<file path="src/design/hcd_pkg.sv">
// ----------------------------------------------------------------------------
// hotkey chord detector package
// key codes, modifier prefix encoding and the match result record
// ----------------------------------------------------------------------------
package hcd_pkg;

  localparam int unsigned KEY_W = 8;
  localparam int unsigned ID_W  = 6;
  localparam logic [ID_W-1:0] HOTKEY_MAX = 6'd35;

  localparam logic [KEY_W-1:0] K_CTRL  = 8'h4F;
  localparam logic [KEY_W-1:0] K_SHIFT = 8'h49;
  localparam logic [KEY_W-1:0] K_ALT   = 8'h50;
  localparam logic [KEY_W-1:0] K_WIN   = 8'h3E;
  localparam logic [KEY_W-1:0] K_TAB   = 8'h7B;
  localparam logic [KEY_W-1:0] K_ESC   = 8'h44;
  localparam logic [KEY_W-1:0] K_PGDN  = 8'h48;
  localparam logic [KEY_W-1:0] K_PGUP  = 8'h47;
  localparam logic [KEY_W-1:0] K_LEFT  = 8'h4C;
  localparam logic [KEY_W-1:0] K_UP    = 8'h3A;
  localparam logic [KEY_W-1:0] K_RIGHT = 8'h5A;
  localparam logic [KEY_W-1:0] K_DOWN  = 8'h58;
  localparam logic [KEY_W-1:0] K_DIG1  = 8'h31;
  localparam logic [KEY_W-1:0] K_DIG9  = 8'h39;
  localparam logic [KEY_W-1:0] K_LA    = 8'h61;
  localparam logic [KEY_W-1:0] K_LC    = 8'h63;
  localparam logic [KEY_W-1:0] K_LD    = 8'h64;
  localparam logic [KEY_W-1:0] K_LE    = 8'h65;
  localparam logic [KEY_W-1:0] K_LG    = 8'h67;
  localparam logic [KEY_W-1:0] K_LS    = 8'h73;
  localparam logic [KEY_W-1:0] K_LV    = 8'h76;
  localparam logic [KEY_W-1:0] K_LX    = 8'h78;
  localparam logic [KEY_W-1:0] K_LZ    = 8'h7A;

  typedef enum logic [3:0] {
    PFX_EMPTY      = 4'd0,
    PFX_CTRL       = 4'd1,
    PFX_SHIFT      = 4'd2,
    PFX_ALT        = 4'd3,
    PFX_WIN        = 4'd4,
    PFX_CTRL_ALT   = 4'd5,
    PFX_CTRL_WIN   = 4'd6,
    PFX_CTRL_SHIFT = 4'd7,
    PFX_ALT_CTRL   = 4'd8,
    PFX_WIN_CTRL   = 4'd9,
    PFX_WIN_SHIFT  = 4'd10,
    PFX_SHIFT_CTRL = 4'd11,
    PFX_SHIFT_WIN  = 4'd12
  } prefix_t;

  typedef enum logic [2:0] {
    MOD_NONE,
    MOD_CTRL,
    MOD_SHIFT,
    MOD_ALT,
    MOD_WIN
  } mod_t;

  typedef struct packed {
    logic            hit;
    logic [ID_W-1:0] id;
    prefix_t         prefix_next;
  } match_t;

  function automatic mod_t mod_of(input logic [KEY_W-1:0] k);
    mod_t m;
    m = MOD_NONE;
    if (k == K_CTRL)  m = MOD_CTRL;
    if (k == K_SHIFT) m = MOD_SHIFT;
    if (k == K_ALT)   m = MOD_ALT;
    if (k == K_WIN)   m = MOD_WIN;
    return m;
  endfunction

endpackage

</file>
<file path="src/design/hotkey_chord_detector_unit.sv">
// ----------------------------------------------------------------------------
// hotkey chord detector
// recognizes two- and three-key chords in a stream of key codes
// ----------------------------------------------------------------------------
// input channel: in_valid / in_stall with key_code, one key per request.
// output channel: out_valid / out_stall with hotkey_id, one request per
// completed chord; keys that only set, extend or clear the modifier prefix,
// or are ignored, give nothing.
// a key is matched against the held prefix in the cycle it is accepted;
// its chord number goes to the output register, or to the skid register
// if the receiver stalls. throughput is one key per cycle while in_stall is
// low, set by the single prefix register that each key reads and rewrites.
// if the receiver stalls, one more chord is caught in a skid register and
// in_stall rises until the output drains; keys are never dropped.
// reset clears the prefix to empty and empties the output and skid registers.
// ----------------------------------------------------------------------------
module hotkey_chord_detector_unit import hcd_pkg::*; (
  input  logic             clk,
  input  logic             rst,
  input  logic             in_valid,
  output logic             in_stall,
  input  logic [KEY_W-1:0] key_code,
  output logic             out_valid,
  input  logic             out_stall,
  output logic [ID_W-1:0]  hotkey_id
);

  prefix_t         prefix;
  match_t          match;
  logic            skid_valid;
  logic [ID_W-1:0] skid_id;
  logic            in_fire;
  logic            out_free;

  hcd_match u_match (
    .prefix   (prefix),
    .key_code (key_code),
    .result   (match)
  );

  assign in_stall = skid_valid;
  assign in_fire  = in_valid & ~in_stall;
  assign out_free = ~out_valid | ~out_stall;

  always_ff @(posedge clk) begin
    if (rst) begin
      prefix     <= PFX_EMPTY;
      out_valid  <= 1'b0;
      skid_valid <= 1'b0;
    end else begin
      if (in_fire) begin
        prefix <= match.prefix_next;
      end
      if (skid_valid) begin
        if (out_free) begin
          out_valid  <= 1'b1;
          hotkey_id  <= skid_id;
          skid_valid <= 1'b0;
        end
      end else if (in_fire && match.hit) begin
        if (out_free) begin
          out_valid <= 1'b1;
          hotkey_id <= match.id;
        end else begin
          skid_valid <= 1'b1;
          skid_id    <= match.id;
        end
      end else if (out_free) begin
        out_valid <= 1'b0;
      end
    end
  end

endmodule

</file>
<file path="src/design/hcd_match.sv">
// ----------------------------------------------------------------------------
// hotkey chord match
// next prefix and chord number for one key against the held modifier prefix
// ----------------------------------------------------------------------------
module hcd_match import hcd_pkg::*; (
  input  prefix_t          prefix,
  input  logic [KEY_W-1:0] key_code,
  output match_t           result
);

  mod_t mod;

  assign mod = mod_of(key_code);

  always_comb begin
    result.hit         = 1'b0;
    result.id          = '0;
    result.prefix_next = PFX_EMPTY;
    case (prefix)
      PFX_CTRL: begin
        result.hit = 1'b1;
        if (key_code == K_TAB)                            result.id = 6'd4;
        else if (key_code == K_PGDN)                      result.id = 6'd5;
        else if (key_code == K_PGUP)                      result.id = 6'd6;
        else if (key_code inside {[K_DIG1:K_DIG9]})       result.id = 6'd17;
        else if (key_code == K_LX)                        result.id = 6'd18;
        else if (key_code == K_LC)                        result.id = 6'd19;
        else if (key_code == K_LV)                        result.id = 6'd20;
        else if (key_code == K_LA)                        result.id = 6'd21;
        else if (key_code == K_LZ)                        result.id = 6'd22;
        else if (key_code == K_ESC)                       result.id = 6'd23;
        else begin
          result.hit = 1'b0;
          case (mod)
            MOD_ALT:   result.prefix_next = PFX_CTRL_ALT;
            MOD_WIN:   result.prefix_next = PFX_CTRL_WIN;
            MOD_SHIFT: result.prefix_next = PFX_CTRL_SHIFT;
            default:   result.prefix_next = PFX_EMPTY;
          endcase
        end
      end
      PFX_ALT: begin
        result.hit = 1'b1;
        if (key_code == K_TAB)      result.id = 6'd7;
        else if (key_code == K_ESC) result.id = 6'd9;
        else begin
          result.hit = 1'b0;
          if (mod == MOD_CTRL) result.prefix_next = PFX_ALT_CTRL;
        end
      end
      PFX_WIN: begin
        result.hit = 1'b1;
        if (key_code == K_TAB) result.id = 6'd10;
        else if (key_code inside {K_LEFT, K_UP, K_RIGHT, K_DOWN}) result.id = 6'd14;
        else if (key_code == K_LG) result.id = 6'd28;
        else if (key_code == K_LE) result.id = 6'd29;
        else if (key_code == K_LV) result.id = 6'd30;
        else begin
          result.hit = 1'b0;
          case (mod)
            MOD_CTRL:  result.prefix_next = PFX_WIN_CTRL;
            MOD_SHIFT: result.prefix_next = PFX_WIN_SHIFT;
            default:   result.prefix_next = PFX_EMPTY;
          endcase
        end
      end
      PFX_SHIFT: begin
        // shift alone completes nothing, it only extends or clears the prefix
        case (mod)
          MOD_CTRL: result.prefix_next = PFX_SHIFT_CTRL;
          MOD_WIN:  result.prefix_next = PFX_SHIFT_WIN;
          default:  result.prefix_next = PFX_EMPTY;
        endcase
      end
      PFX_CTRL_ALT: begin
        result.hit = (key_code == K_TAB);
        result.id  = 6'd0;
      end
      PFX_CTRL_WIN: begin
        result.hit = 1'b1;
        if (key_code == K_LD)         result.id = 6'd1;
        else if (key_code == K_LEFT)  result.id = 6'd2;
        else if (key_code == K_RIGHT) result.id = 6'd3;
        else                          result.hit = 1'b0;
      end
      PFX_CTRL_SHIFT: begin
        result.hit = 1'b1;
        if (key_code == K_TAB)      result.id = 6'd16;
        else if (key_code == K_ESC) result.id = 6'd24;
        else                        result.hit = 1'b0;
      end
      PFX_ALT_CTRL: begin
        result.hit = (key_code == K_TAB);
        result.id  = 6'd8;
      end
      PFX_WIN_CTRL: begin
        result.hit = 1'b1;
        if (key_code == K_LD)         result.id = 6'd11;
        else if (key_code == K_LEFT)  result.id = 6'd13;
        else if (key_code == K_RIGHT) result.id = 6'd12;
        else                          result.hit = 1'b0;
      end
      PFX_WIN_SHIFT: begin
        result.hit = 1'b1;
        if (key_code == K_LS)         result.id = 6'd27;
        else if (key_code == K_LEFT)  result.id = 6'd25;
        else if (key_code == K_RIGHT) result.id = 6'd26;
        else                          result.hit = 1'b0;
      end
      PFX_SHIFT_CTRL: begin
        result.hit = 1'b1;
        if (key_code == K_ESC)      result.id = 6'd31;
        else if (key_code == K_TAB) result.id = 6'd32;
        else                        result.hit = 1'b0;
      end
      PFX_SHIFT_WIN: begin
        result.hit = 1'b1;
        if (key_code == K_RIGHT)     result.id = 6'd33;
        else if (key_code == K_LEFT) result.id = 6'd34;
        else if (key_code == K_LS)   result.id = 6'd35;
        else                         result.hit = 1'b0;
      end
      default: begin
        // empty prefix (and unused codes): store a modifier, drop anything else
        case (mod)
          MOD_CTRL:  result.prefix_next = PFX_CTRL;
          MOD_SHIFT: result.prefix_next = PFX_SHIFT;
          MOD_ALT:   result.prefix_next = PFX_ALT;
          MOD_WIN:   result.prefix_next = PFX_WIN;
          default:   result.prefix_next = PFX_EMPTY;
        endcase
      end
    endcase
  end

endmodule

</file>
<file path="config.mk">
export PLATFORM = sky130hd
export DESIGN_NAME = hotkey_chord_detector_unit
export DESIGN_NICKNAME = d
export VERILOG_FILES = /design/src/design/hcd_pkg.sv /design/src/design/hotkey_chord_detector_unit.sv /design/src/design/hcd_match.sv
export SDC_FILE = /design/constraint.sdc
export NUM_CORES = 1
export LEC_CHECK = 0
export ABC_AREA = 1
export BUFFER_PORTS_ARGS = -buffer_cell sky130_fd_sc_hd__clkbuf_2
export CORE_MARGIN = 2
export CORE_UTILIZATION = 58
export CTS_CLUSTER_SIZE = 14
export DETAILED_ROUTE_END_ITERATION = 12
export GPL_TIMING_DRIVEN = 0
export PLACE_DENSITY = 0.79
export REMOVE_ABC_BUFFERS = 1
export SETUP_SLACK_MARGIN = 0.02
export SLEW_MARGIN = 20
export SYNTH_ARGS = -nofsm -noshare
export SYNTH_HDL_FRONTEND = slang
export SYNTH_SLANG_ARGS = --single-unit
</file>
<file path="constraint.sdc">
create_clock -name clk -period 2.2 [get_ports clk]
set_clock_uncertainty 0.15 [all_clocks]
set_input_delay 0.33 -clock clk [delete_from_list [all_inputs] [get_ports clk]]
set_output_delay 0.33 -clock clk [all_outputs]
set_load 0.1 [all_outputs]
</file>
==> Word level (Yosys, flattened, before mapping) <==
Cells that the tools add are included.
{ "classes": {"n_lt_le_gt_ge": 2, "eq_ne": 37, "mux": 97, "bitwise": 7, "n_reduce_logical": 8} }
{ "ops": {"columns": ["operator", "n"], "rows": [
  ["two-way mux 6 bit", 30],
  ["equality test 8 x 7 -> 1 bit, second input constant", 19],
  ["case mux 7 bit (11 select lines)", 1],
  ["two-way mux 4 bit", 10],
  ["two-way mux 1 bit", 33],
  ["two-way mux 3 bit", 11],
  ["equality test 4 bit, second input constant", 5],
  ["two-way mux 5 bit", 4],
  ["case mux 4 bit (5 select lines)", 1],
  ["equality test 4 x 3 -> 1 bit, second input constant", 4],
  ["equality test 8 x 6 -> 1 bit, second input constant", 2],
  ["case mux 4 bit (2 select lines)", 2],
  ["case mux 3 bit (4 select lines)", 1],
  ["case mux 3 bit (3 select lines)", 1],
  ["equality test 4 x 2 -> 1 bit, second input constant", 2],
  [">= comparator 8 x 6 -> 1 bit, second input constant", 1],
  ["<= comparator 8 x 6 -> 1 bit, second input constant", 1],
  ["OR reduction 8 bit", 1],
  ["equality test 3 x 2 -> 1 bit, second input constant", 2],
  ["two-way mux 2 bit", 3],
  ["NOT 1 bit", 5],
  ["equality test 4 x 1 -> 1 bit, second input constant", 1],
  ["AND reduction 4 bit", 1],
  ["nonzero test 4 bit", 1],
  ["8 further kinds", 9]
]} }
{ "word_totals": {"regBits": 18, "in_bits": 12} }

==> Longest topological paths before layout <==
{ "logic_depth": {"word_depth": 18, "depth_mapped": 16, "mapped_depth_nobuf": 16} }

==> By module <==
Synthesis repeated with hierarchy kept, for this count alone.
{ "hier_totals": {"hier_cells": 283, "area_unflattened_um2": 1689.1} }
{ "modules_own_cells": {"columns": ["mod", "instances", "cells_each", "area_each_um2"], "rows": [
  ["hcd_match", 1, 217, 994.7],
  ["hotkey_chord_detector_unit", 1, 66, 694.4]
]} }

==> Worst setup path after synthesis <==
No wires, ideal clock.
{ "synth_path": {"path_kind": "register to register", "from": "register skid_valid, in the netlist in_stall", "to": "register hotkey_id[0], enable pin", "setup_ps": 249, "arrival_time_ps": 2116, "path_slack_ps": -314, "path_stages_with_launch": 8, "path_buffers": 0, "synth_period_minus_slack_ps": 2514, "path_cell_list": "dfxtp_1 > clkinv_1 > nand2_1 > inv_1 > nand2_2 > nand2_2 > nand2_2 > nor2_2"} }
{ "synth_via": {"elab_chain_cells": 5} }
{ "synth_lines": {"columns": ["item", "line", "source"], "rows": [
  ["start, declared", "hotkey_chord_detector_unit.sv:30", "logic skid_valid;"],
  ["start signal, assigned", "hotkey_chord_detector_unit.sv:49", "skid_valid <= 1'b0;"],
  ["start signal, assigned", "hotkey_chord_detector_unit.sv:58", "skid_valid <= 1'b0;"],
  ["start signal, assigned", "hotkey_chord_detector_unit.sv:65", "skid_valid <= 1'b1;"],
  ["NOT 1 bit (no line)", null, null],
  ["bitwise AND 1 bit", "hotkey_chord_detector_unit.sv:42", "assign in_fire = in_valid & ~in_stall;"],
  ["logical AND 1 bit", "hotkey_chord_detector_unit.sv:60", "end else if (in_fire && match.hit) begin"],
  ["nonzero test 2 bit (no line) (*)", null, null],
  ["AND reduction 3 bit (no line) (*)", null, null],
  ["end signal, assigned", "hotkey_chord_detector_unit.sv:57", "hotkey_id <= skid_id;"],
  ["end signal, assigned", "hotkey_chord_detector_unit.sv:63", "hotkey_id <= match.id;"],
  ["end, declared", "hotkey_chord_detector_unit.sv:25", "output logic [ID_W-1:0] hotkey_id"]
]} }
Mark *: on every way between the ends. The rest lies on a longest branch, timed or not.
A chain may end at the register's enable or synchronous reset.

==> Final worst setup path <==
{ "layout_path": {"from": "register prefix[2]", "to": "register hotkey_id[2], enable pin"} }
{ "layout_via": {"elab_chain_cells": 5} }
{ "layout_lines": {"columns": ["item", "line", "source"], "rows": [
  ["start, declared", "hotkey_chord_detector_unit.sv:28", "prefix_t prefix;"],
  ["start signal, assigned", "hotkey_chord_detector_unit.sv:52", "prefix <= match.prefix_next;"],
  ["equality test 4 bit (tied with other cells)", "hcd_match.sv:19", "case (prefix)"],
  ["case mux 7 bit (11 select lines) (*)", "hcd_match.sv:19", null],
  ["logical AND 1 bit (*)", "hotkey_chord_detector_unit.sv:60", null],
  ["nonzero test 2 bit (no line) (*)", null, null],
  ["AND reduction 3 bit (no line) (*)", null, null]
]} }
Marks and branches as above.

==> results.md <==
Run status:
- The run finished with clean final reports.

Placed design:
- Once detailed placement completed, the half-perimeter wirelength came to 3088 µm.
- The count of buffers inserted at the top-level ports is 19.
- The final estimated routing congestion in global placement is 0.9401.
- The placement-stage worst setup slack is -0.2245 ns.

Synthesis:
- Counting every instance in the synthesized netlist gives 258.
- Synthesis instantiated 29 different standard cells from the library.
- The share of synthesized area in the top cell type comes to 21.54%.
- The cell type with the largest total area after synthesis is edfxtp_1.
- The post-synth design cell area is 1673 µm².
- A synthesized cell averages 6.484 µm².
- The sequential cell area fraction in the yosys report is 28.72%.
- The Yosys warning count is 0.
- Ranked by total cell area, the synthesized netlist is headed by edfxtp_1, nand2_1, nor2_1.
- The total of flip-flops plus latches after synthesis is 18.

Cells and area:
- The most common library cell in the layout ignoring fill and taps is nand2_1.
- Compared with the post-synthesis result, the final layout area differs by 13.91%.
- The area of combinational cells with multiple inputs is 1080 µm².
- Once layout is complete, the utilization of the core stands at 69.10%.
- In the final layout, flip-flops and latches occupy 485.5 µm².
- The repair_antennas step left the layout with diodes totalling 0.
- The layout has 255 filler cells.
- The post-route netlist has 29.72% of its cells at a drive strength greater than 1.
- The net count of the finished layout is 299.
- The top cell types in the final layout, fill and taps aside, are nand2_1, inv_1, nor2_1.

Floorplanning:
- During I/O placement, the number of pins put on the boundary was 20.
- The region available for standard cell placement spans 2758 µm².
- The die footprint is 3330 µm².
- The floorplan step set the die width to 57.71 µm.
- In this run the vertical extent of the chip is 57.71 µm.
- For this configuration, the core starts out at a cell density of 60.66%.
- The floorplan row count is 19.

Run:
- The tool flagged a number of max-cap violations equal to 0.

Power:
- The switching power is 183.4 µW.
- The power density over the cells is 338.0 nW/µm².
- The internal power summed over all cells is 460.7 µW.
- Registers are responsible for 56.0% of the overall power.
- The analysis attributes to cell leakage a power of 1.018 nW.
- The clock network burns 26.7% of the power.
- Power comes to 644.1 µW.
- The worst ir drop on vdd is 0.3683 mV.
- The fraction of power consumed by combinational cells is 17.4%.
- The switching share of power is 28.48%.

Route:
- In the final routed layout, each cell accounts on average for 12.32 µm.
- The count of antenna-violating nets left after detailed routing is 0.
- The final layout contains routed wiring with a total length of 3906 µm.
- The via count normalized by instance count is 5.511.
- The first routing iteration left 96 violations.
- The detailed-route via count is 1747.
- The number of design rule violations left after detail routing is 0.
- The number of search-and-repair iterations in the first detailed-routing pass is 4.

Clocking:
- The clock slew at the register clock pins of the worst setup and hold paths is 0.10 ns.
- The clock tree buffer depth is 2.
- The total CTS buffers is 3.
- At the later pin of the worst-skew pair, clock insertion delay measures 0.30 ns.
- The H-tree depth is 1.
- TritonCTS built the clock tree.
- Counting every sink on the clock net gives 18.
- The cell at the root of the clock tree is clkbuf_4.
- The cts-stage hold buffer count is 0.

Setup path:
- The critical path goes through inv_1, nor2_2, inv_2, nor2_4, inv_2, nand2_1, nand2_2, nand2_1, nand2_1, nand2_1, nand2_2, nand2_2, nand2_2, nor2_4.
- The arrival time of data at the critical path endpoint is 1.95 ns.
- For this design, the slowest cell found on the critical path is dfxtp_2.
- The required time of the critical path is 2.06 ns.
- Along the worst path, the maximum fanout reaches 6.
- The biggest cell delay along the critical path is 0.33 ns.
- The critical path is of the reg2reg type.
- STA classifies the critical path endpoint as a flip-flop.
- The worst setup path is launched from a flip-flop.
- The critical path starts at prefix[2].
- In this run the critical register-to-register path is launched from prefix[2].

Timing:
- Setup violations remaining at the end of the flow were counted as 0.
- Dividing the final minimum period by the clock period gives 95.02%.
- The number of pins with negative max-slew slack in the final report is 0.
- In this run the tightest slew margin relative to its limit is 64.30%.
- The maximum clock rate is 478.4 MHz.
- The number of hold violations in the final report is 0.
- The worst-case setup margin in the final layout is 0.1097 ns.
- The shortest clock period the worst path allows after layout is 2.090 ns.
- For the pin with the worst max-slew slack, the measured transition is 0.5378 ns.

Global routing:
- The via count of the first global-routing pass is 1485.
- The first global-routing pass estimated 6451 µm of wire.
- The global-route usage over all layers is 24.40%.
- The maximum number of pins on one net before global-route repair is 11.
- The number of antenna violations at the first check in global routing is 0.
- The total overflow left after global routing is 0.

Min path:
- The path category of the worst min-delay check is in2reg.
- The startpoint identified for the worst hold timing path is rst.
metal layers:
metal	global-route usage (%)	up-vias	wire length (µm)
met5	0	-	0
met4	2.990	0	10
met3	4.688	3	284
met2	38.31	52	1791
met1	36.01	796	1820
li1	-	896	-
through the flow:
step / TNS, ns / cells / instance area (µm²) / hold slack, ns
floorplan: -3.771 / 258 / 1673 / 0.2491
global placement: -1.924 / 308 / 1807 / 0.3443
detailed placement: -2.453 / 308 / 1807 / 0.3516
CTS: 0 / 312 / 1841 / 0.08255
global route: -0.2628 / 317 / 1906 / 0.09554
finish: 0 / 317 / 1906 / 0.08282
synth_stat cells:
cell type,count
a211oi_1,1
a21oi_1,13
a221oi_1,1
a31oi_1,3
a32oi_1,2
clkinv_1,1
dfxtp_1,6
edfxtp_1,12
inv_1,31
inv_2,6
nand2_1,78
nand2_2,13
nand2_4,6
nand3_1,11
nand3_2,4
nand4_1,4
nor2_1,34
nor2_2,7
nor2_4,6
nor2_8,1
nor3_1,2
nor3_2,1
o2111ai_1,1
o211ai_1,2
o21ai_0,6
o21ai_1,3
o221ai_1,1
o22ai_1,1
o31ai_1,1
logic make-up after synthesis:
family	count (synthesis)	synth area share (%)
AND/OR/NAND/NOR	167	50.26
buffers and inverters	38	8.526
AO/OA/AOI/OAI	35	12.49
flip-flops	18	28.72
state kept, by name (all words and copies together) (netlist names):
register	count
skid_id	6
in_stall	1
prefix	4
hotkey_id	6
out_valid	1
final timing paths:
check                           slack (ns)  depth (start not counted)            to
worst min register to register        0.35                          2     prefix[1]
worst min-delay path                  0.08                          2     prefix[1]
worst max-delay path                  0.11                         14  hotkey_id[2]
worst max register to register        0.11                         14  hotkey_id[2]
cell type report:
| type | count | area share [%] |
|---|---|---|
| Timing Repair Buffer | 24 | 6.960 |
| Tap cell | 31 | 2.035 |
| Multi-Input combinational cell | 202 | 56.66 |
| Clock inverter | 1 | 0.1970 |
| Sequential cell | 18 | 25.48 |
| Clock buffer | 3 | 1.182 |
| Inverter | 38 | 7.485 |
critical path: cells and delay by family (launching register included):
| kind | cells | cell delay, ns |
|---|---|---|
| AND/OR/NAND/NOR | 11 | 1.08 |
| flip-flops | 1 | 0.33 |
| buffers and inverters | 3 | 0.21 |
timing repair:
item,CTS,global route
buffers inserted,0,5
endpoints found under the hold margin,0,0
pin swaps,0,3
setup endpoints to repair,12,12
gates resized for setup,2,14
power by group through the flow:
stage | Clock, mW | Sequential (mW) | Combinational (mW)
2_1_floorplan | 0 | 0.370 | 0.0699
3_3_place_gp | 0 | 0.368 | 0.101
3_5_place_dp | 0 | 0.368 | 0.101
4_1_cts | 0.172 | 0.360 | 0.102
5_1_grt | 0.186 | 0.361 | 0.124
6_report | 0.172 | 0.360 | 0.112
No activity file was read; power rests on OpenSTA's default activity.
